$ cat src/tss_pkg.sv
// Shared types, constants and decode functions for the temperature display scanner.
`default_nettype none

package tss_pkg;

  localparam int DIGIT_COUNT = 4;
  localparam int POS_W       = $clog2(DIGIT_COUNT);

  // Item command codes.
  localparam logic CMD_LOAD = 1'b0;
  localparam logic CMD_TICK = 1'b1;

  // Digit code shown as a minus sign.
  localparam logic [3:0] DIGIT_MINUS = 4'd10;

  // Dot positions.
  localparam logic [1:0] DOT_NONE  = 2'd0;
  localparam logic [1:0] DOT_AFTER1 = 2'd1;
  localparam logic [1:0] DOT_AFTER2 = 2'd2;
  localparam logic [1:0] DOT_AFTER3 = 2'd3;

  typedef logic [DIGIT_COUNT-1:0][3:0] codes_t;

  // Result of decoding one load item.
  typedef struct packed {
    logic       update;
    logic [1:0] dot;
    codes_t     codes;
  } load_t;

  // Control from the input register to the display stage.
  typedef struct packed {
    logic go;
    logic tick;
  } stage_ctl_t;

  // Segment pattern for a digit code, decimal point clear.
  function automatic logic [7:0] seg_pattern(input logic [3:0] code);
    logic [7:0] s;
    case (code)
      4'd0:        s = 8'hFC;
      4'd1:        s = 8'h60;
      4'd2:        s = 8'hDA;
      4'd3:        s = 8'hF2;
      4'd4:        s = 8'd102;
      4'd5:        s = 8'd182;
      4'd6:        s = 8'd190;
      4'd7:        s = 8'd224;
      4'd8:        s = 8'd254;
      4'd9:        s = 8'd246;
      DIGIT_MINUS: s = 8'h02;
      default:     s = 8'h00;
    endcase
    return s;
  endfunction

  // Thousands, hundreds and tens digits of 625 * m, as [2], [1], [0].
  function automatic logic [2:0][3:0] frac_digits(input logic [3:0] m);
    logic [2:0][3:0] d;
    case (m)
      4'd0:    d = {4'd0, 4'd0, 4'd0};
      4'd1:    d = {4'd0, 4'd6, 4'd2};
      4'd2:    d = {4'd1, 4'd2, 4'd5};
      4'd3:    d = {4'd1, 4'd8, 4'd7};
      4'd4:    d = {4'd2, 4'd5, 4'd0};
      4'd5:    d = {4'd3, 4'd1, 4'd2};
      4'd6:    d = {4'd3, 4'd7, 4'd5};
      4'd7:    d = {4'd4, 4'd3, 4'd7};
      4'd8:    d = {4'd5, 4'd0, 4'd0};
      4'd9:    d = {4'd5, 4'd6, 4'd2};
      4'd10:   d = {4'd6, 4'd2, 4'd5};
      4'd11:   d = {4'd6, 4'd8, 4'd7};
      4'd12:   d = {4'd7, 4'd5, 4'd0};
      4'd13:   d = {4'd8, 4'd1, 4'd2};
      4'd14:   d = {4'd8, 4'd7, 4'd5};
      4'd15:   d = {4'd9, 4'd3, 4'd7};
      default: d = {4'd0, 4'd0, 4'd0};
    endcase
    return d;
  endfunction

  // Quotient by ten for values below 128, by reciprocal multiplication.
  function automatic logic [3:0] div10(input logic [6:0] x);
    logic [14:0] p;
    p = 15'(x) * 15'd205;
    return p[14:11];
  endfunction

endpackage

`default_nettype wire

$ cat src/tss_if.sv
// Valid/ready channel interfaces for load/tick items and display results.
`default_nettype none

interface tss_item_if;
  logic        valid;
  logic        ready;
  logic        cmd;
  logic [15:0] raw_reading;

  modport source (output valid, output cmd, output raw_reading, input ready);
  modport sink   (input valid, input cmd, input raw_reading, output ready);
endinterface

interface tss_result_if;
  logic       valid;
  logic       ready;
  logic [7:0] segments;
  logic [3:0] digit_select;

  modport source (output valid, output segments, output digit_select, input ready);
  modport sink   (input valid, input segments, input digit_select, output ready);
endinterface

`default_nettype wire

$ cat src/tss_decode.sv
// Decodes a raw sensor word into four digit codes and a dot position.
`default_nettype none

module tss_decode
  import tss_pkg::*;
(
  input  logic [15:0] raw_reading,
  output load_t       load
);

  logic [7:0]      lo;
  logic [7:0]      hi;
  logic [6:0]      ip_raw;
  logic [3:0]      nib;
  logic            neg;
  logic [7:0]      mag;
  logic [3:0]      frac_m;
  logic [2:0][3:0] fd;
  logic            hun;
  logic [6:0]      rem;
  logic [3:0]      tens;
  logic [3:0]      ones;
  logic [6:0]      tens_x10;

  always_comb begin
    lo     = raw_reading[7:0];
    hi     = raw_reading[15:8];
    ip_raw = {hi[2:0], lo[7:4]};
    nib    = lo[3:0];
    neg    = &hi[7:3];

    // Negation: the fraction borrows from the integer unless it is zero.
    if (neg) begin
      mag    = (8'd127 - {1'b0, ip_raw}) + {7'd0, (nib == 4'd0)};
      frac_m = 4'd0 - nib;
    end else begin
      mag    = {1'b0, ip_raw};
      frac_m = nib;
    end

    fd       = frac_digits(frac_m);
    hun      = (mag >= 8'd100);
    rem      = hun ? 7'(mag - 8'd100) : mag[6:0];
    tens     = div10(rem);
    tens_x10 = 7'({3'd0, tens} * 7'd10);
    ones     = 4'(rem - tens_x10);

    load.update = 1'b1;
    load.dot    = DOT_NONE;
    load.codes  = '0;
    if (!neg) begin
      if (hun) begin
        load.codes = {fd[2], ones, tens, 4'd1};
        load.dot   = DOT_AFTER3;
      end else if (mag >= 8'd10) begin
        load.codes = {fd[1], fd[2], ones, tens};
        load.dot   = DOT_AFTER2;
      end else begin
        load.codes = {fd[0], fd[1], fd[2], ones};
        load.dot   = DOT_AFTER1;
      end
    end else begin
      if (hun) begin
        // Out of range below zero: the display keeps what it shows.
        load.update = 1'b0;
      end else if (mag >= 8'd10) begin
        load.codes = {fd[2], ones, tens, DIGIT_MINUS};
        load.dot   = DOT_AFTER3;
      end else begin
        load.codes = {fd[1], fd[2], ones, DIGIT_MINUS};
        load.dot   = DOT_AFTER2;
      end
    end
  end

endmodule

`default_nettype wire

$ cat src/tss_display.sv
// Display state, scan position and the result register.
`default_nettype none

module tss_display
  import tss_pkg::*;
(
  input  logic       clk,
  input  logic       rst,
  input  stage_ctl_t ctl,
  input  load_t      load,
  input  logic       out_ready,
  output logic       out_valid,
  output logic [7:0] segments,
  output logic [3:0] digit_select
);

  codes_t           digit_codes;
  logic [1:0]       dot_place;
  logic [POS_W-1:0] scan_position;

  logic [7:0]       seg_next;
  logic [3:0]       select_next;
  logic [1:0]       pos_plus1;

  always_comb begin
    pos_plus1 = 2'(scan_position) + 2'd1;
    seg_next  = seg_pattern(digit_codes[scan_position]);
    // The last digit never gets a dot: its successor wraps to zero.
    if ((dot_place != DOT_NONE) && (dot_place == pos_plus1)) begin
      seg_next[0] = 1'b1;
    end
    select_next = ~(4'b0001 << scan_position);
  end

  always_ff @(posedge clk) begin
    if (rst) begin
      digit_codes   <= '0;
      dot_place     <= DOT_NONE;
      scan_position <= '0;
    end else if (ctl.go) begin
      if (ctl.tick) begin
        scan_position <= scan_position + POS_W'(1);
      end else if (load.update) begin
        digit_codes <= load.codes;
        dot_place   <= load.dot;
      end
    end
  end

  always_ff @(posedge clk) begin
    if (rst) begin
      out_valid <= 1'b0;
    end else if (ctl.go && ctl.tick) begin
      out_valid <= 1'b1;
    end else if (out_ready) begin
      out_valid <= 1'b0;
    end
  end

  always_ff @(posedge clk) begin
    if (ctl.go && ctl.tick) begin
      segments     <= seg_next;
      digit_select <= select_next;
    end
  end

endmodule

`default_nettype wire

$ cat src/temp_reading_seven_segment_scan.sv
// Top level of the multiplexed seven-segment temperature display scanner.
// A tick item passes through the input register, then the display stage fills the result register.
// Throughput: one item per cycle, loads and ticks freely mixed, while results are taken.
// A load item yields no result but, unless out of range, updates the display for every later tick.
// Reset (synchronous) shows 0000 with no dot and starts the scan at the first digit.
// The display stage stalls only when a tick finds the result register still full.
`default_nettype none

module temp_reading_seven_segment_scan
  import tss_pkg::*;
(
  input  logic                clk,
  input  logic                rst,
  tss_item_if.sink            item_in,
  tss_result_if.source        result_out
);

  // Input register: one item waits here while the display stage works on it.
  logic        s1_valid;
  logic        s1_cmd;
  logic [15:0] s1_raw;

  logic        out_free;
  logic        s1_go;
  load_t       load;
  stage_ctl_t  ctl;

  // A load never needs the result register, so it always leaves the input
  // register; a tick leaves when the result register is empty or being read.
  assign out_free      = !result_out.valid || result_out.ready;
  assign s1_go         = s1_valid && ((s1_cmd == CMD_LOAD) || out_free);
  assign item_in.ready = !s1_valid || s1_go;

  always_ff @(posedge clk) begin
    if (rst) begin
      s1_valid <= 1'b0;
    end else if (item_in.ready) begin
      s1_valid <= item_in.valid;
    end
  end

  always_ff @(posedge clk) begin
    if (item_in.valid && item_in.ready) begin
      s1_cmd <= item_in.cmd;
      s1_raw <= item_in.raw_reading;
    end
  end

  // The load decode is pure logic on the registered word.
  tss_decode u_decode (
    .raw_reading (s1_raw),
    .load        (load)
  );

  assign ctl.go   = s1_go;
  assign ctl.tick = (s1_cmd == CMD_TICK);

  // Display state and the result register live together, so a tick always
  // sees every load that was accepted before it.
  tss_display u_display (
    .clk          (clk),
    .rst          (rst),
    .ctl          (ctl),
    .load         (load),
    .out_ready    (result_out.ready),
    .out_valid    (result_out.valid),
    .segments     (result_out.segments),
    .digit_select (result_out.digit_select)
  );

  // A tick leaving the input register must fill the result register.
  a_tick_gives_result: assert property (@(posedge clk) disable iff (rst)
    (s1_go && ctl.tick) |=> result_out.valid)
    else $error("tick item did not produce a result");

  // Exactly one digit is selected in every result.
  a_one_digit: assert property (@(posedge clk) disable iff (rst)
    result_out.valid |-> $onehot(~result_out.digit_select))
    else $error("result selects other than one digit");

  // A stalled tick keeps its place and its word in the input register.
  a_stall_holds: assert property (@(posedge clk) disable iff (rst)
    (s1_valid && !s1_go) |=> (s1_valid && $stable(s1_raw) && $stable(s1_cmd)))
    else $error("stalled item lost from the input register");

  // A load never creates a result of its own.
  a_load_silent: assert property (@(posedge clk) disable iff (rst)
    (s1_go && !ctl.tick && result_out.ready) |=> !result_out.valid)
    else $error("load item produced a result");

endmodule

`default_nettype wire
$ cat src/flat_wrapper.sv
// flat-port wrapper written by rule: the top's interface ports become plain ports
module temp_reading_seven_segment_scan_flat import tss_pkg::*;
  (clk, rst, item_in_valid, item_in_cmd, item_in_raw_reading, item_in_ready, result_out_valid, result_out_segments, result_out_digit_select, result_out_ready);
  tss_item_if item_in_i ();
  tss_result_if result_out_i ();
  input  logic clk;
  input  logic rst;
  input wire logic [$bits(item_in_i.valid)-1:0] item_in_valid;
  input wire logic [$bits(item_in_i.cmd)-1:0] item_in_cmd;
  input wire logic [$bits(item_in_i.raw_reading)-1:0] item_in_raw_reading;
  output wire logic [$bits(item_in_i.ready)-1:0] item_in_ready;
  output wire logic [$bits(result_out_i.valid)-1:0] result_out_valid;
  output wire logic [$bits(result_out_i.segments)-1:0] result_out_segments;
  output wire logic [$bits(result_out_i.digit_select)-1:0] result_out_digit_select;
  input wire logic [$bits(result_out_i.ready)-1:0] result_out_ready;
  assign item_in_i.valid = item_in_valid;
  assign item_in_i.cmd = item_in_cmd;
  assign item_in_i.raw_reading = item_in_raw_reading;
  assign item_in_ready = item_in_i.ready;
  assign result_out_valid = result_out_i.valid;
  assign result_out_segments = result_out_i.segments;
  assign result_out_digit_select = result_out_i.digit_select;
  assign result_out_i.ready = result_out_ready;
  temp_reading_seven_segment_scan u_core (.clk(clk), .rst(rst), .item_in(item_in_i), .result_out(result_out_i));
endmodule
$ cat config.mk
export PLATFORM = sky130hd
export DESIGN_NAME = temp_reading_seven_segment_scan_flat
export DESIGN_NICKNAME = d
export VERILOG_FILES = /design/src/tss_pkg.sv /design/src/tss_if.sv /design/src/tss_decode.sv /design/src/tss_display.sv /design/src/temp_reading_seven_segment_scan.sv /design/src/flat_wrapper.sv
export SDC_FILE = /design/constraint.sdc
export NUM_CORES = 1
export LEC_CHECK = 0
export BUFFER_PORTS_ARGS = -buffer_cell sky130_fd_sc_hd__buf_2
export CORE_UTILIZATION = 50
export DETAILED_ROUTE_END_ITERATION = 8
export PLACE_DENSITY = 0.75
export SLEW_MARGIN = 20
export SYNTH_ARGS = -nofsm -noshare
export SYNTH_HDL_FRONTEND = slang
export SYNTH_HIERARCHICAL = 1
export SYNTH_SLANG_ARGS = --single-unit
$ cat constraint.sdc
create_clock -name clk -period 9.2 [get_ports clk]
set_input_delay 1.84 -clock clk [delete_from_list [all_inputs] [get_ports clk]]
set_output_delay 1.84 -clock clk [all_outputs]
set_load 0.01 [all_outputs]
; ---- Yosys cells after proc, flatten, opt, wreduce, memory -nomap -nowiden
; Memories as Yosys holds them, arrays and structs flattened. A register that Yosys moved wholly into a read port is not among the register bits.
; Index checks and enable logic that the tools add are counted.
[totals]
mem_bits_ro = 288
reg_bits = 44
memories = 2
output_inout_bits = 14
input_bits = 21
elab_cells = 58
[classes]
n_reduce_logical = 15
shifts = 1
n_eq_ne = 1
mul = 2
magnitude_cmp = 3
n_bitwise = 2
n_mux = 14
addsub = 6
[mem_list]
columns = name, depth, word_bits, rd, rd_clocked_by_memory_dff, wr, line_no
row1 = (name not given), 16, 11, 1, 0, 0, tss_pkg.sv:60  ; case (m)
row2 = (name not given), 16, 7, 1, 1, 0, tss_pkg.sv:40  ; case (code)
[ops]
columns = operator, n
row1 = $mux 18, 4
row2 = $mux 17, 1
row3 = $mul 7x8->15 const B, 1
row4 = $add 8x1->8, 1
row5 = $bmux 4 s2, 1
row6 = $ge 8x4->1 const B, 1
row7 = $ge 8x7->1 const B, 1
row8 = $mux 4, 2
row9 = $mux 8, 1
row10 = $sub 7x7->8 const A, 1
row11 = $mux 7, 1
row12 = $sub 7x7->7 const B, 1
row13 = $reduce_and 5->1, 1
row14 = $logic_and 1x1->1, 4
row15 = $logic_not 4->1, 1
row16 = $mul 4x3->3 const B, 1
row17 = $mux 1, 4
row18 = $not 4->4, 1
row19 = $reduce_bool 2->1, 2
row20 = $shl 1x2->4 const A, 1
row21 = $sub 1x4->4 const A, 1
row22 = $sub 4x4->4, 1
row23 = $logic_or 1x1->1, 3
row24 = $lt 2x3->1 const B, 1
row25 = other kinds (6), 7

; ---- Depth between registers and ports, before layout
; Gate-level depths: netlist (run 1).
[depth]
word_depth = 11
mapped_depth = 37
depth_no_buf = 35

; ---- By module
; The synthesis (run 1) kept the hierarchy.
[by_module_without_submodules]
columns = module, seq_area_each_um2, area_per_inst_um2, cells_each, instances
row1 = tss_decode, 0.0, 2250.9, 299, 1
row2 = tss_display, 780.7, 1602.8, 162, 1
row3 = temp_reading_seven_segment_scan, 530.5, 586.8, 24, 1

; ---- Worst setup path after synthesis (run 1)
; No wires, ideal clock.
[synth_path]
kind = reg2reg
from = register u_core.s1_raw[0]
to = register u_core/u_display/digit_codes[7] in the netlist's numbering
required_time_ns = 9.130
arrival_ns = 7.302
path_slack_ns = 1.828
period_less_slack_ns = 7.372
n_path_buf = 2
setup_ns = 0.070
path_stages_with_launch = 36
path_cell_list = edfxtp_1 > inv_1 > ha_1 > nor3b_1 > ha_1 > ha_1 > clkbuf_1 > nor2_1 > xnor2_1 > inv_1 > ha_1 > o21a_1 > o32ai_2 > nand2_1 > clkbuf_1 > nand2_1 > xor2_1 > inv_1 > ha_1 > inv_1 > fa_1 > fa_1 > ha_1 > ha_1 > and4_1 > and3_1 > a211o_1 > a21oi_1 > xnor2_1 > fa_1 > xnor2_1 > xnor2_1 > xnor2_2 > a211oi_2 > nand2_1 > a21oi_1
[synth_lines]
columns = element, line_no
row1 = "start, declared", temp_reading_seven_segment_scan.sv:21  ; logic [15:0] s1_raw;
row2 = "start signal, assigned", temp_reading_seven_segment_scan.sv:45  ; s1_raw <= item_in.raw_reading;
row3 = "end signal, assigned", tss_display.sv:44  ; digit_codes <= load.codes;
row4 = "end, declared", tss_display.sv:17  ; codes_t digit_codes;

==> results of run 1 <==
## area by class of cell
cell class,count,area [sq um]
fillers,798,3920
clock buffers,6,82.6
repair buffers,36,185
multi-input cells,375,2880
well taps,108,135
inverters,41,154
flip-flops and latches,51,1310
clock inverters,2,11.3
## critical path: cells and delay by family, from the launching register on
family	cells	cell delay, ps
DFF	1	470
adders and majority gates	9	2950
xor gates and xnor gates	7	1710
and+or+nand+nor	5	1020
buffers and inverters	4	370
AOI/OAI and AO/OA	9	1570
## synthesized netlist by cell type (7+ instances only)
library cell   n
a21oi_1       47
clkbuf_1      11
dfxtp_1       22
edfxtp_1      29
fa_1           9
ha_1          52
inv_1         40
nand2_1       64
nor2_1        31
nor3_1         9
o21a_1         7
o21ai_0       11
o221ai_1      10
xnor2_1       15
xor2_1         9
## metrics by stage
stage | hold WS, ps | instances | power [mW] | worst slack (ps)
after floorplan | 432 | 485 | 0.682 | 1830
after global placement | 441 | 611 | 0.765 | 1420
after detailed placement | 452 | 611 | 0.780 | 1080
after CTS | 464 | 619 | 0.914 | 1030
after global routing | 487 | 619 | 0.992 | 340
final | 462 | 619 | 0.911 | 1050
## cell families after synthesis
family / Yosys count / share of synthesized area [%]
buf+inv: 59 / 5.72
compound gates: 124 / 19.0
flops: 51 / 29.5
xor+xnor: 26 / 5.47
mux: 10 / 3.89
fa+ha+maj: 61 / 18.7
simple gates: 154 / 17.7
## final timing paths
kind / startpoint / to / cells past startpoint
worst max-delay path: u_core/s1_raw[0]$_DFFE_PP_ / u_core/u_display/digit_codes[3]$_SDFFE_PP0P_ / 34
worst min register to register: u_core/u_display/digit_codes[4]$_SDFFE_PP0P_ / u_core/u_display/digit_codes[4]$_SDFFE_PP0P_ / 2
worst max register to register: u_core/s1_raw[0]$_DFFE_PP_ / u_core/u_display/digit_codes[3]$_SDFFE_PP0P_ / 34
worst min-delay path: u_core/u_display/digit_codes[4]$_SDFFE_PP0P_ / u_core/u_display/digit_codes[4]$_SDFFE_PP0P_ / 2
## sequential cells by signal (all words and copies together), names as in the netlist
register	cells
u_core/s1_cmd	1
u_core/s1_raw	16
u_core/s1_valid	1
u_core/u_display/digit_codes	16
u_core/u_display/digit_select	4
u_core/u_display/dot_place	2
u_core/u_display/out_valid	1
u_core/u_display/scan_position	2
u_core/u_display/segments	8
## layer usage
layer | part of all wire, % | wire length (um) | global-route usage (%) | vias up
li1 | - | - | - | 1782
met1 | 45 | 4080 | 28.3 | 1701
met2 | 49 | 4500 | 37.1 | 134
met3 | 5.3 | 481 | 3.55 | 11
met4 | 0.99 | 91 | 3.48 | 0
met5 | 0 | 0 | 0 | -
## report_power, final
part / internal (mW) / switching, mW
clock network: 0.0601 / 0.0723
logic: 0.229 / 0.278
registers: 0.258 / 0.0133
total: 0.547 / 0.364
==> flow_results.xml, run 1 <==
<?xml version="1.0" encoding="UTF-8"?>
<metrics>
  <group name="yosys">
    <metric name="yosys_most_used_dff" unit="">edfxtp_1</metric>
    <metric name="syn_area_cell" unit="sq um">9.16</metric>
    <metric name="yosys.area.top_type" unit="">edfxtp_1</metric>
    <metric name="mappedNetlistArea" unit="sq um">4440</metric>
    <metric name="synthesis.nets" unit="">567</metric>
    <metric name="netlist_top_cells_area" unit="">edfxtp_1, ha_1, dfxtp_1, nand2_1, a21oi_1</metric>
    <metric name="synth_enable_flop_cells" unit="">29</metric>
    <metric name="yosysWarnings" unit="">6</metric>
    <metric name="synth_top_cell_area_share" unit="%">19.6</metric>
    <metric name="seq_area_frac_synth" unit="%">29.5</metric>
    <metric name="netlist_instances" unit="">485</metric>
    <metric name="ys_ff_latch" unit="">51</metric>
    <metric name="synth.distinct_cells" unit="">70</metric>
    <metric name="postSynth.asyncResetShare" unit="%">0</metric>
  </group>
  <group name="route">
    <metric name="drt_first_pass_iters" unit="">6</metric>
    <metric name="wl_per_cell" unit="um">14.8</metric>
    <metric name="viasPerCell" unit="">5.86</metric>
    <metric name="totalWireLength" unit="um">9150</metric>
    <metric name="initialDrtViolationCount" unit="">311</metric>
    <metric name="ant_nets" unit="">0</metric>
    <metric name="routed_vias" unit="">3628</metric>
    <metric name="detail_route.drc_violations" unit="">0</metric>
  </group>
  <group name="timing">
    <metric name="report.final.hold_viol_count" unit="">0</metric>
    <metric name="final_min_period_over_clock_period" unit="%">88.6</metric>
    <metric name="relSlewSlack" unit="%">38.8</metric>
    <metric name="max_slew.worst_pin.slew" unit="ps">911</metric>
    <metric name="setup_violation_total_in_the_final_timing_report" unit="">0</metric>
    <metric name="clock_skew" unit="ps">7.00</metric>
    <metric name="fin_tns_setup" unit="ps">0</metric>
    <metric name="max_freq" unit="MHz">123</metric>
    <metric name="period_minus_slack" unit="ps">8150</metric>
    <metric name="report.final.slew_viol_count" unit="">0</metric>
    <metric name="unrepaired_setup_endpoints_after_global_routing" unit="">no</metric>
  </group>
  <group name="layout">
    <metric name="nets" unit="">592</metric>
    <metric name="antenna_cells" unit="">0</metric>
    <metric name="most-common-layout-cells" unit="">nand2_1, ha_1, a21oi_1, inv_1, buf_2</metric>
    <metric name="layout.cell_area.non_filler" unit="sq um">4760</metric>
    <metric name="final_util" unit="%">54.8</metric>
    <metric name="final_common_cell" unit="">nand2_1</metric>
    <metric name="drive_above_1_share" unit="%">15.1</metric>
    <metric name="area_delta_synth_final" unit="%">7.13</metric>
  </group>
  <group name="grt">
    <metric name="number_of_antenna_violations_at_the_first_check_in_global_routing" unit="">0</metric>
    <metric name="grt_usage" unit="%">21.4</metric>
    <metric name="grt_pass1_wl" unit="um">15700</metric>
    <metric name="maximum_number_of_pins_on_one_net_before_global_route_repair" unit="">26</metric>
    <metric name="grt_pass1_vias" unit="">3425</metric>
    <metric name="grt-ovfl-total" unit="">0</metric>
  </group>
  <group name="run">
    <metric name="drv.max_cap_violation_count" unit="">0</metric>
  </group>
  <group name="clock_network">
    <metric name="clk_pin_slew" unit="ps">90</metric>
    <metric name="insertion_delay_of_the_later_clocked_pin_in_the_worst_skew_pair" unit="ps">310</metric>
    <metric name="cts_resized" unit="">0</metric>
    <metric name="cts-htree-levels" unit="">2</metric>
    <metric name="tritoncts" unit="">built</metric>
    <metric name="clock_tree.buffer_depth" unit="">2</metric>
    <metric name="numClockSinks" unit="">51</metric>
    <metric name="clock_tree.root_cell" unit="">clkbuf_8</metric>
    <metric name="cts_setup_buffers" unit="">0</metric>
    <metric name="postCtsHoldBufs" unit="">0</metric>
    <metric name="tritoncts.num_buffers" unit="">5</metric>
  </group>
  <group name="floorplan">
    <metric name="die_x" unit="um">96.2</metric>
    <metric name="die_h" unit="um">96.2</metric>
    <metric name="ios" unit="">35</metric>
    <metric name="floorplan.rows" unit="">34</metric>
    <metric name="floorplan.die_area" unit="sq um">9260</metric>
    <metric name="start_util" unit="%">51.2</metric>
    <metric name="core_area" unit="sq um">8680</metric>
  </group>
  <group name="setup_path">
    <metric name="critPathArrivalTime" unit="ps">8400</metric>
    <metric name="worst_setup_path_start_kind" unit="">register</metric>
    <metric name="critical_path.max_stage_delay" unit="ps">510</metric>
    <metric name="critPathKind" unit="">register to register</metric>
    <metric name="cp_common_cell" unit="">ha_1</metric>
    <metric name="cpMaxStageDelayCell" unit="">fa_1</metric>
    <metric name="setup.reg_to_reg.worst_slack" unit="ps">1050</metric>
    <metric name="worst-endpoint-required" unit="ps">9440</metric>
    <metric name="critical_path.max_fanout" unit="">14</metric>
    <metric name="critPathCaptureType" unit="">register</metric>
  </group>
  <group name="worst_hold_path">
    <metric name="timing.hold.worst.class" unit="">register to register</metric>
  </group>
  <group name="status">
    <metric name="run_status" unit="">completed</metric>
  </group>
  <group name="placement">
    <metric name="gp_congestion" unit="">0.973</metric>
    <metric name="port_buffers" unit="">34</metric>
    <metric name="post_dp_cell_area" unit="sq um">4660</metric>
    <metric name="dp_hpwl" unit="um">7180</metric>
  </group>
  <group name="power_and_ir_drop">
    <metric name="p_leak" unit="nW">1.91</metric>
    <metric name="ir_worst_vdd" unit="mV">0.135</metric>
    <metric name="power-per-cell-area" unit="nW/um^2">191</metric>
  </group>
</metrics>
No activity file was read; power rests on OpenSTA's default activity.
==> inputs of run 2 (changes only) <==
- PLACE_DENSITY: 0.75 -> 0.7
- clock period: 9.2 -> 8.5 ns (I/O delays scaled with it)
==> run 2 against run 1 <==
  * Fmax is 4.0% higher
  * Critical path depth stayed put
  * Combinational power is 9.3% higher
  * Sequential share of layout area is 0.10 points lower
  * Die area stayed put
  * Final cell count is 0.16% higher
  * Clock power is 25% higher
  * Power is 11% higher
  * Critical endpoint is now u_core/u_display/digit_codes[7]$_SDFFE_PP0P_
  * Largest power group unchanged
==> flow_results.xml, run 2 (same netlist as run 1, synthesis figures left out) <==
<?xml version="1.0" encoding="UTF-8"?>
<metrics>
  <group name="clock_network">
    <metric name="insertion_delay_of_the_later_clocked_pin_in_the_worst_skew_pair" unit="ps">300</metric>
    <metric name="postCtsHoldBufs" unit="">0</metric>
    <metric name="clk_pin_slew" unit="ps">90</metric>
    <metric name="tritoncts" unit="">built</metric>
    <metric name="cts_setup_buffers" unit="">0</metric>
    <metric name="clock_tree.root_cell" unit="">clkbuf_8</metric>
    <metric name="cts-htree-levels" unit="">2</metric>
    <metric name="tritoncts.num_buffers" unit="">5</metric>
    <metric name="numClockSinks" unit="">51</metric>
    <metric name="cts_resized" unit="">0</metric>
    <metric name="clock_tree.buffer_depth" unit="">2</metric>
  </group>
  <group name="floorplan">
    <metric name="ios" unit="">35</metric>
    <metric name="core_area" unit="sq um">8680</metric>
    <metric name="floorplan.die_area" unit="sq um">9260</metric>
    <metric name="die_x" unit="um">96.2</metric>
    <metric name="start_util" unit="%">51.2</metric>
    <metric name="floorplan.rows" unit="">34</metric>
    <metric name="die_h" unit="um">96.2</metric>
  </group>
  <group name="layout">
    <metric name="most-common-layout-cells" unit="">nand2_1, ha_1, a21oi_1, inv_1, buf_2</metric>
    <metric name="final_common_cell" unit="">nand2_1</metric>
    <metric name="final_cell_count_no_fill" unit="">620</metric>
    <metric name="area_delta_synth_final" unit="%">7.52</metric>
    <metric name="biggestRegsByFlops" unit="">u_core/s1_raw x16, u_core/u_display/digit_codes x16, u_core/u_display/segments x8</metric>
    <metric name="nets" unit="">593</metric>
    <metric name="drive_above_1_share" unit="%">14.8</metric>
    <metric name="final_util" unit="%">55.0</metric>
    <metric name="antenna_cells" unit="">0</metric>
    <metric name="fill_cells" unit="">826</metric>
  </group>
  <group name="route">
    <metric name="wl_per_cell" unit="um">14.6</metric>
    <metric name="detail_route.drc_violations" unit="">0</metric>
    <metric name="totalWireLength" unit="um">9080</metric>
    <metric name="ant_nets" unit="">0</metric>
    <metric name="viasPerCell" unit="">5.70</metric>
    <metric name="drt_first_pass_iters" unit="">4</metric>
    <metric name="routed_vias" unit="">3531</metric>
    <metric name="initialDrtViolationCount" unit="">172</metric>
  </group>
  <group name="placement">
    <metric name="dp_hpwl" unit="um">7170</metric>
    <metric name="gp_congestion" unit="">0.934</metric>
    <metric name="place_worst_setup_slack" unit="ps">699</metric>
    <metric name="port_buffers" unit="">34</metric>
    <metric name="numPlacedInstances" unit="">612</metric>
  </group>
  <group name="power_and_ir_drop">
    <metric name="p_leak" unit="nW">1.92</metric>
    <metric name="power_dissipated_by_switching_net_loads" unit="uW">399</metric>
    <metric name="comb_power_share" unit="%">54.7</metric>
    <metric name="power.share.clock" unit="%">16.3</metric>
    <metric name="power.switching_fraction" unit="%">39.4</metric>
    <metric name="power_report.internal_total" unit="uW">614</metric>
    <metric name="power-per-cell-area" unit="nW/um^2">212</metric>
    <metric name="ir_worst_vdd" unit="mV">0.0971</metric>
    <metric name="pwr-share-seq" unit="%">29.0</metric>
  </group>
  <group name="setup_path">
    <metric name="critical_path.max_fanout" unit="">6</metric>
    <metric name="timing.reg2reg.worst_path_depth" unit="">34</metric>
    <metric name="critical_path.max_stage_delay" unit="ps">500</metric>
    <metric name="critPathCaptureType" unit="">register</metric>
    <metric name="setup.reg_to_reg.worst_slack" unit="ps">660</metric>
    <metric name="cpMaxStageDelayCell" unit="">fa_1</metric>
    <metric name="cp_common_cell" unit="">ha_1</metric>
    <metric name="worst_setup_path_start_kind" unit="">register</metric>
    <metric name="critical_path.reg2reg.endpoint" unit="">u_core/u_display/digit_codes[7]$_SDFFE_PP0P_</metric>
    <metric name="critPathArrivalTime" unit="ps">8080</metric>
    <metric name="worst_r2r_startpoint" unit="">u_core/s1_raw[0]$_DFFE_PP_</metric>
    <metric name="worst-endpoint-required" unit="ps">8740</metric>
    <metric name="critPathKind" unit="">register to register</metric>
  </group>
  <group name="timing">
    <metric name="report.final.hold_viol_count" unit="">0</metric>
    <metric name="post-route-worst-setup-slack" unit="ps">657</metric>
    <metric name="relSlewSlack" unit="%">26.0</metric>
    <metric name="finalHoldWorstSlack" unit="ps">459</metric>
    <metric name="unrepaired_setup_endpoints_after_global_routing" unit="">no</metric>
    <metric name="max_slew.worst_pin.slew" unit="ps">1110</metric>
    <metric name="clock_skew" unit="ps">9.27</metric>
    <metric name="period_minus_slack" unit="ps">7840</metric>
    <metric name="max_freq" unit="MHz">128</metric>
    <metric name="report.final.slew_viol_count" unit="">0</metric>
    <metric name="final_min_period_over_clock_period" unit="%">92.3</metric>
    <metric name="setup_violation_total_in_the_final_timing_report" unit="">0</metric>
    <metric name="fin_tns_setup" unit="ps">0</metric>
  </group>
  <group name="grt">
    <metric name="number_of_antenna_violations_at_the_first_check_in_global_routing" unit="">0</metric>
    <metric name="grt_pass1_wl" unit="um">14800</metric>
    <metric name="grt-ovfl-total" unit="">0</metric>
    <metric name="grt_pass1_vias" unit="">3197</metric>
    <metric name="grt_usage" unit="%">20.8</metric>
    <metric name="maximum_number_of_pins_on_one_net_before_global_route_repair" unit="">27</metric>
  </group>
  <group name="worst_hold_path">
    <metric name="whs_endpoint" unit="">u_core/u_display/digit_codes[1]$_SDFFE_PP0P_</metric>
    <metric name="hold_path_depth" unit="">2</metric>
    <metric name="timing.hold.worst.class" unit="">register to register</metric>
    <metric name="timing.hold.worst.start" unit="">u_core/u_display/digit_codes[1]$_SDFFE_PP0P_</metric>
  </group>
  <group name="run">
    <metric name="drv.max_cap_violation_count" unit="">0</metric>
  </group>
  <group name="status">
    <metric name="run_status" unit="">completed</metric>
  </group>
</metrics>
-- run 2: how the worst max path moves through the flow --
stage / startpoint / endpoint / slack [ps] / cells after the start
2_1_floorplan: u_core/s1_raw[0]$_DFFE_PP_ / u_core/u_display/digit_codes[7]$_SDFFE_PP0P_ / 1130 / 35
3_3_place_gp: u_core/s1_raw[0]$_DFFE_PP_ / u_core/u_display/digit_codes[7]$_SDFFE_PP0P_ / 840 / 34
3_5_place_dp: u_core/s1_raw[0]$_DFFE_PP_ / u_core/u_display/digit_codes[7]$_SDFFE_PP0P_ / 700 / 34
4_1_cts: u_core/s1_raw[0]$_DFFE_PP_ / u_core/u_display/digit_codes[7]$_SDFFE_PP0P_ / 650 / 34
5_1_grt: u_core/s1_raw[0]$_DFFE_PP_ / u_core/u_display/digit_codes[7]$_SDFFE_PP0P_ / 70 / 34
6_report: u_core/s1_raw[0]$_DFFE_PP_ / u_core/u_display/digit_codes[7]$_SDFFE_PP0P_ / 660 / 34
-- run 2: final cells by class --
type                    instances  area (sq um)  area share [%]
flip-flops and latches         51          1310            27.5
clock inverters                 1          30.0           0.629
clock buffers                   7          76.3            1.60
multi-input cells             375          2880            60.2
inverters                      41           154            3.22
well taps                     108           135            2.83
repair buffers                 37           193            4.04
-- run 2: routing by layer --
metal	global-route usage, %	wire length, um	vias up
met5	0	0	-
met4	7.96	139	0
met3	3.00	398	10
met2	36.0	4460	97
met1	26.0	4080	1639
li1	-	-	1785
-- run 2: stage by stage --
step / cell area, sq um / total power, mW
6_report: 4770 / 1.01
5_1_grt: 4770 / 1.10
3_3_place_gp: 4670 / 0.833
3_5_place_dp: 4670 / 0.851
2_1_floorplan: 4440 / 0.738
4_1_cts: 4770 / 1.02
-- run 2: power groups by stage --
| stage | logic (mW) | registers, mW | clock network [mW] |
|---|---|---|---|
| global route | 0.620 | 0.297 | 0.179 |
| floorplan | 0.442 | 0.296 | 0 |
| CTS | 0.554 | 0.294 | 0.168 |
| detailed placement | 0.551 | 0.300 | 0 |
| finish | 0.554 | 0.294 | 0.165 |
| global placement | 0.534 | 0.299 | 0 |
-- run 2: critical path, delay by kind of cell, from the launching register on --
| kind | cells | cell delay, ps |
|---|---|---|
| buf+inv | 4 | 330 |
| xor+xnor | 7 | 1790 |
| fa+ha+maj | 8 | 2600 |
| flops | 1 | 460 |
| simple gates | 5 | 860 |
| compound gates | 10 | 1740 |
==> inputs of run 3 (changes only) <==
- ABC_AREA: unset -> 0
- CORE_MARGIN: unset -> 2
- CORE_UTILIZATION: 50 -> 40
- PLACE_DENSITY: 0.7 -> 0.59
==> run 3 against run 2 <==
  * Sequential share of layout area shrank 0.40 points
  * Worst setup slack gained 120 ps
  * Final area grew 1.5%
  * Via count shrank 0.51%
  * Power shrank 0.43%
  * Highest routed layer unchanged
  * Clock skew grew 3.1 ps
  * Flip-flop and latch count is the same
  * Non-clock buffer count grew 1
  * Global-route usage shrank 4.7 points
  * Clock-buffer cell count shrank 1
  * Critical endpoint unchanged
  * Critical path depth grew 1
  * Clock power shrank 3%
==> flow_results.xml, run 3 (same netlist as run 1, synthesis figures left out) <==
<?xml version="1.0" encoding="UTF-8"?>
<metrics>
  <group name="grt">
    <metric name="grt-ovfl-total" unit="">0</metric>
    <metric name="grt_pass1_wl" unit="um">15500</metric>
    <metric name="number_of_antenna_violations_at_the_first_check_in_global_routing" unit="">0</metric>
    <metric name="grt_usage" unit="%">16.1</metric>
    <metric name="maximum_number_of_pins_on_one_net_before_global_route_repair" unit="">26</metric>
    <metric name="grt_pass1_vias" unit="">3369</metric>
  </group>
  <group name="clock_network">
    <metric name="cts_setup_buffers" unit="">0</metric>
    <metric name="clk_pin_slew" unit="ps">90</metric>
    <metric name="cts-htree-levels" unit="">2</metric>
    <metric name="insertion_delay_of_the_later_clocked_pin_in_the_worst_skew_pair" unit="ps">310</metric>
    <metric name="tritoncts.num_buffers" unit="">5</metric>
    <metric name="postCtsHoldBufs" unit="">0</metric>
    <metric name="tritoncts" unit="">built</metric>
    <metric name="clock_tree.buffer_depth" unit="">2</metric>
    <metric name="cts_resized" unit="">0</metric>
    <metric name="clock_tree.root_cell" unit="">clkbuf_8</metric>
    <metric name="numClockSinks" unit="">51</metric>
  </group>
  <group name="placement">
    <metric name="dp_hpwl" unit="um">7380</metric>
    <metric name="port_buffers" unit="">34</metric>
    <metric name="post_dp_cell_area" unit="sq um">4720</metric>
    <metric name="place_worst_setup_slack" unit="ps">571</metric>
    <metric name="gp_congestion" unit="">0.857</metric>
    <metric name="numPlacedInstances" unit="">645</metric>
  </group>
  <group name="timing">
    <metric name="report.final.hold_viol_count" unit="">0</metric>
    <metric name="report.final.slew_viol_count" unit="">0</metric>
    <metric name="post-route-worst-setup-slack" unit="ps">780</metric>
    <metric name="setup_violation_total_in_the_final_timing_report" unit="">0</metric>
    <metric name="fin_tns_setup" unit="ps">0</metric>
    <metric name="max_slew.worst_pin.slew" unit="ps">1050</metric>
    <metric name="max_freq" unit="MHz">130</metric>
    <metric name="unrepaired_setup_endpoints_after_global_routing" unit="">no</metric>
    <metric name="clock_skew" unit="ps">12.4</metric>
    <metric name="period_minus_slack" unit="ps">7720</metric>
    <metric name="relSlewSlack" unit="%">29.6</metric>
    <metric name="finalHoldWorstSlack" unit="ps">463</metric>
    <metric name="final_min_period_over_clock_period" unit="%">90.8</metric>
  </group>
  <group name="route">
    <metric name="ant_nets" unit="">0</metric>
    <metric name="drt_first_pass_iters" unit="">4</metric>
    <metric name="routed_vias" unit="">3513</metric>
    <metric name="route.met2.wl" unit="um">4490</metric>
    <metric name="detail_route.drc_violations" unit="">0</metric>
    <metric name="totalWireLength" unit="um">9210</metric>
    <metric name="viasPerCell" unit="">5.38</metric>
    <metric name="top_layer" unit="">met4</metric>
    <metric name="routed_metal_1_wire_length" unit="um">4250</metric>
    <metric name="initialDrtViolationCount" unit="">179</metric>
    <metric name="detailed_routed_wire_length_on_met3" unit="um">322</metric>
    <metric name="wl_per_cell" unit="um">14.1</metric>
  </group>
  <group name="setup_path">
    <metric name="critPathKind" unit="">register to register</metric>
    <metric name="critPathCaptureType" unit="">register</metric>
    <metric name="worst-endpoint-required" unit="ps">8740</metric>
    <metric name="critPathArrivalTime" unit="ps">7960</metric>
    <metric name="timing.reg2reg.worst_path_depth" unit="">35</metric>
    <metric name="cp_common_cell" unit="">ha_1</metric>
    <metric name="cp_num_buf_inv" unit="">4</metric>
    <metric name="cpMaxStageDelayCell" unit="">fa_1</metric>
    <metric name="worst_r2r_startpoint" unit="">u_core/s1_raw[0]$_DFFE_PP_</metric>
    <metric name="cpLargestDelayFamily" unit="">adder cells</metric>
    <metric name="critical_path.max_fanout" unit="">11</metric>
    <metric name="worst_setup_path_start_kind" unit="">register</metric>
    <metric name="critical_path.max_stage_delay" unit="ps">500</metric>
    <metric name="setup.reg_to_reg.worst_slack" unit="ps">780</metric>
    <metric name="critical_path.reg2reg.endpoint" unit="">u_core/u_display/digit_codes[7]$_SDFFE_PP0P_</metric>
  </group>
  <group name="worst_hold_path">
    <metric name="timing.hold.worst.start" unit="">u_core/u_display/digit_codes[0]$_SDFFE_PP0P_</metric>
    <metric name="hold_path_depth" unit="">2</metric>
    <metric name="timing.hold.worst.class" unit="">register to register</metric>
    <metric name="whs_endpoint" unit="">u_core/u_display/digit_codes[0]$_SDFFE_PP0P_</metric>
  </group>
  <group name="floorplan">
    <metric name="start_util" unit="%">41.0</metric>
    <metric name="die_h" unit="um">109</metric>
    <metric name="ios" unit="">35</metric>
    <metric name="floorplan.die_area" unit="sq um">12000</metric>
    <metric name="floorplan.rows" unit="">38</metric>
    <metric name="core_area" unit="sq um">10800</metric>
    <metric name="die_x" unit="um">109</metric>
  </group>
  <group name="power_and_ir_drop">
    <metric name="ir_worst_vdd" unit="mV">0.101</metric>
    <metric name="power" unit="mW">1.01</metric>
    <metric name="p_leak" unit="nW">1.93</metric>
    <metric name="power-per-cell-area" unit="nW/um^2">208</metric>
  </group>
  <group name="layout">
    <metric name="layout.cell_area.non_filler" unit="sq um">4850</metric>
    <metric name="final_common_cell" unit="">nand2_1</metric>
    <metric name="biggestRegsByFlops" unit="">u_core/s1_raw x16, u_core/u_display/digit_codes x16, u_core/u_display/segments x8</metric>
    <metric name="final_util" unit="%">44.7</metric>
    <metric name="most-common-layout-cells" unit="">nand2_1, ha_1, a21oi_1, inv_1, buf_2</metric>
    <metric name="area_delta_synth_final" unit="%">9.13</metric>
    <metric name="antenna_cells" unit="">0</metric>
    <metric name="nets" unit="">594</metric>
    <metric name="drive_above_1_share" unit="%">16.0</metric>
    <metric name="final_cell_count_no_fill" unit="">653</metric>
  </group>
  <group name="run">
    <metric name="drv.max_cap_violation_count" unit="">0</metric>
  </group>
  <group name="status">
    <metric name="run_status" unit="">completed</metric>
  </group>
</metrics>
-- run 3: layer usage --
metal  vias to the layer above  global-route usage, %
li1                       1783                      -
met2                        80                   27.7
met5                         -                      0
met3                        14                   2.73
met1                      1636                   20.9
met4                         0                   4.43
-- run 3: layout make-up --
class | count | area (sq um)
fillers | 1080 | 5990
multi-input cells | 375 | 2900
flip-flops and latches | 51 | 1310
repair buffers | 38 | 200
well taps | 140 | 175
inverters | 41 | 154
clock buffers | 6 | 93.8
clock inverters | 2 | 16.3
-- run 3: worst reg2reg max path, delay by kind of cell (launching register included) --
family,cells,cell delay [ps]
adder cells (fa/ha/maj),11,3350
AO/OA/AOI/OAI,9,1410
XOR/XNOR,5,1170
AND/OR/NAND/NOR,6,880
flip-flops,1,460
buffers and inverters,4,430
-- run 3: how the worst max path moves through the flow --
stage / from / endpoint / slack (ps) / cells past startpoint
after floorplan: u_core/s1_raw[0]$_DFFE_PP_ / u_core/u_display/digit_codes[7]$_SDFFE_PP0P_ / 1130 / 35
after global placement: u_core/s1_raw[0]$_DFFE_PP_ / u_core/u_display/digit_codes[7]$_SDFFE_PP0P_ / 760 / 34
after detailed placement: u_core/s1_raw[0]$_DFFE_PP_ / u_core/u_display/digit_codes[7]$_SDFFE_PP0P_ / 570 / 34
after CTS: u_core/s1_raw[0]$_DFFE_PP_ / u_core/u_display/digit_codes[7]$_SDFFE_PP0P_ / 520 / 34
after global routing: u_core/s1_raw[0]$_DFFE_PP_ / u_core/u_display/digit_codes[7]$_SDFFE_PP0P_ / 130 / 35
final: u_core/s1_raw[0]$_DFFE_PP_ / u_core/u_display/digit_codes[7]$_SDFFE_PP0P_ / 780 / 35
-- run 3: report_power, final --
group,switching [mW],internal (mW),total (mW)
registers,0.0143,0.279,0.294
logic,0.308,0.247,0.555
clock network,0.0831,0.0769,0.160
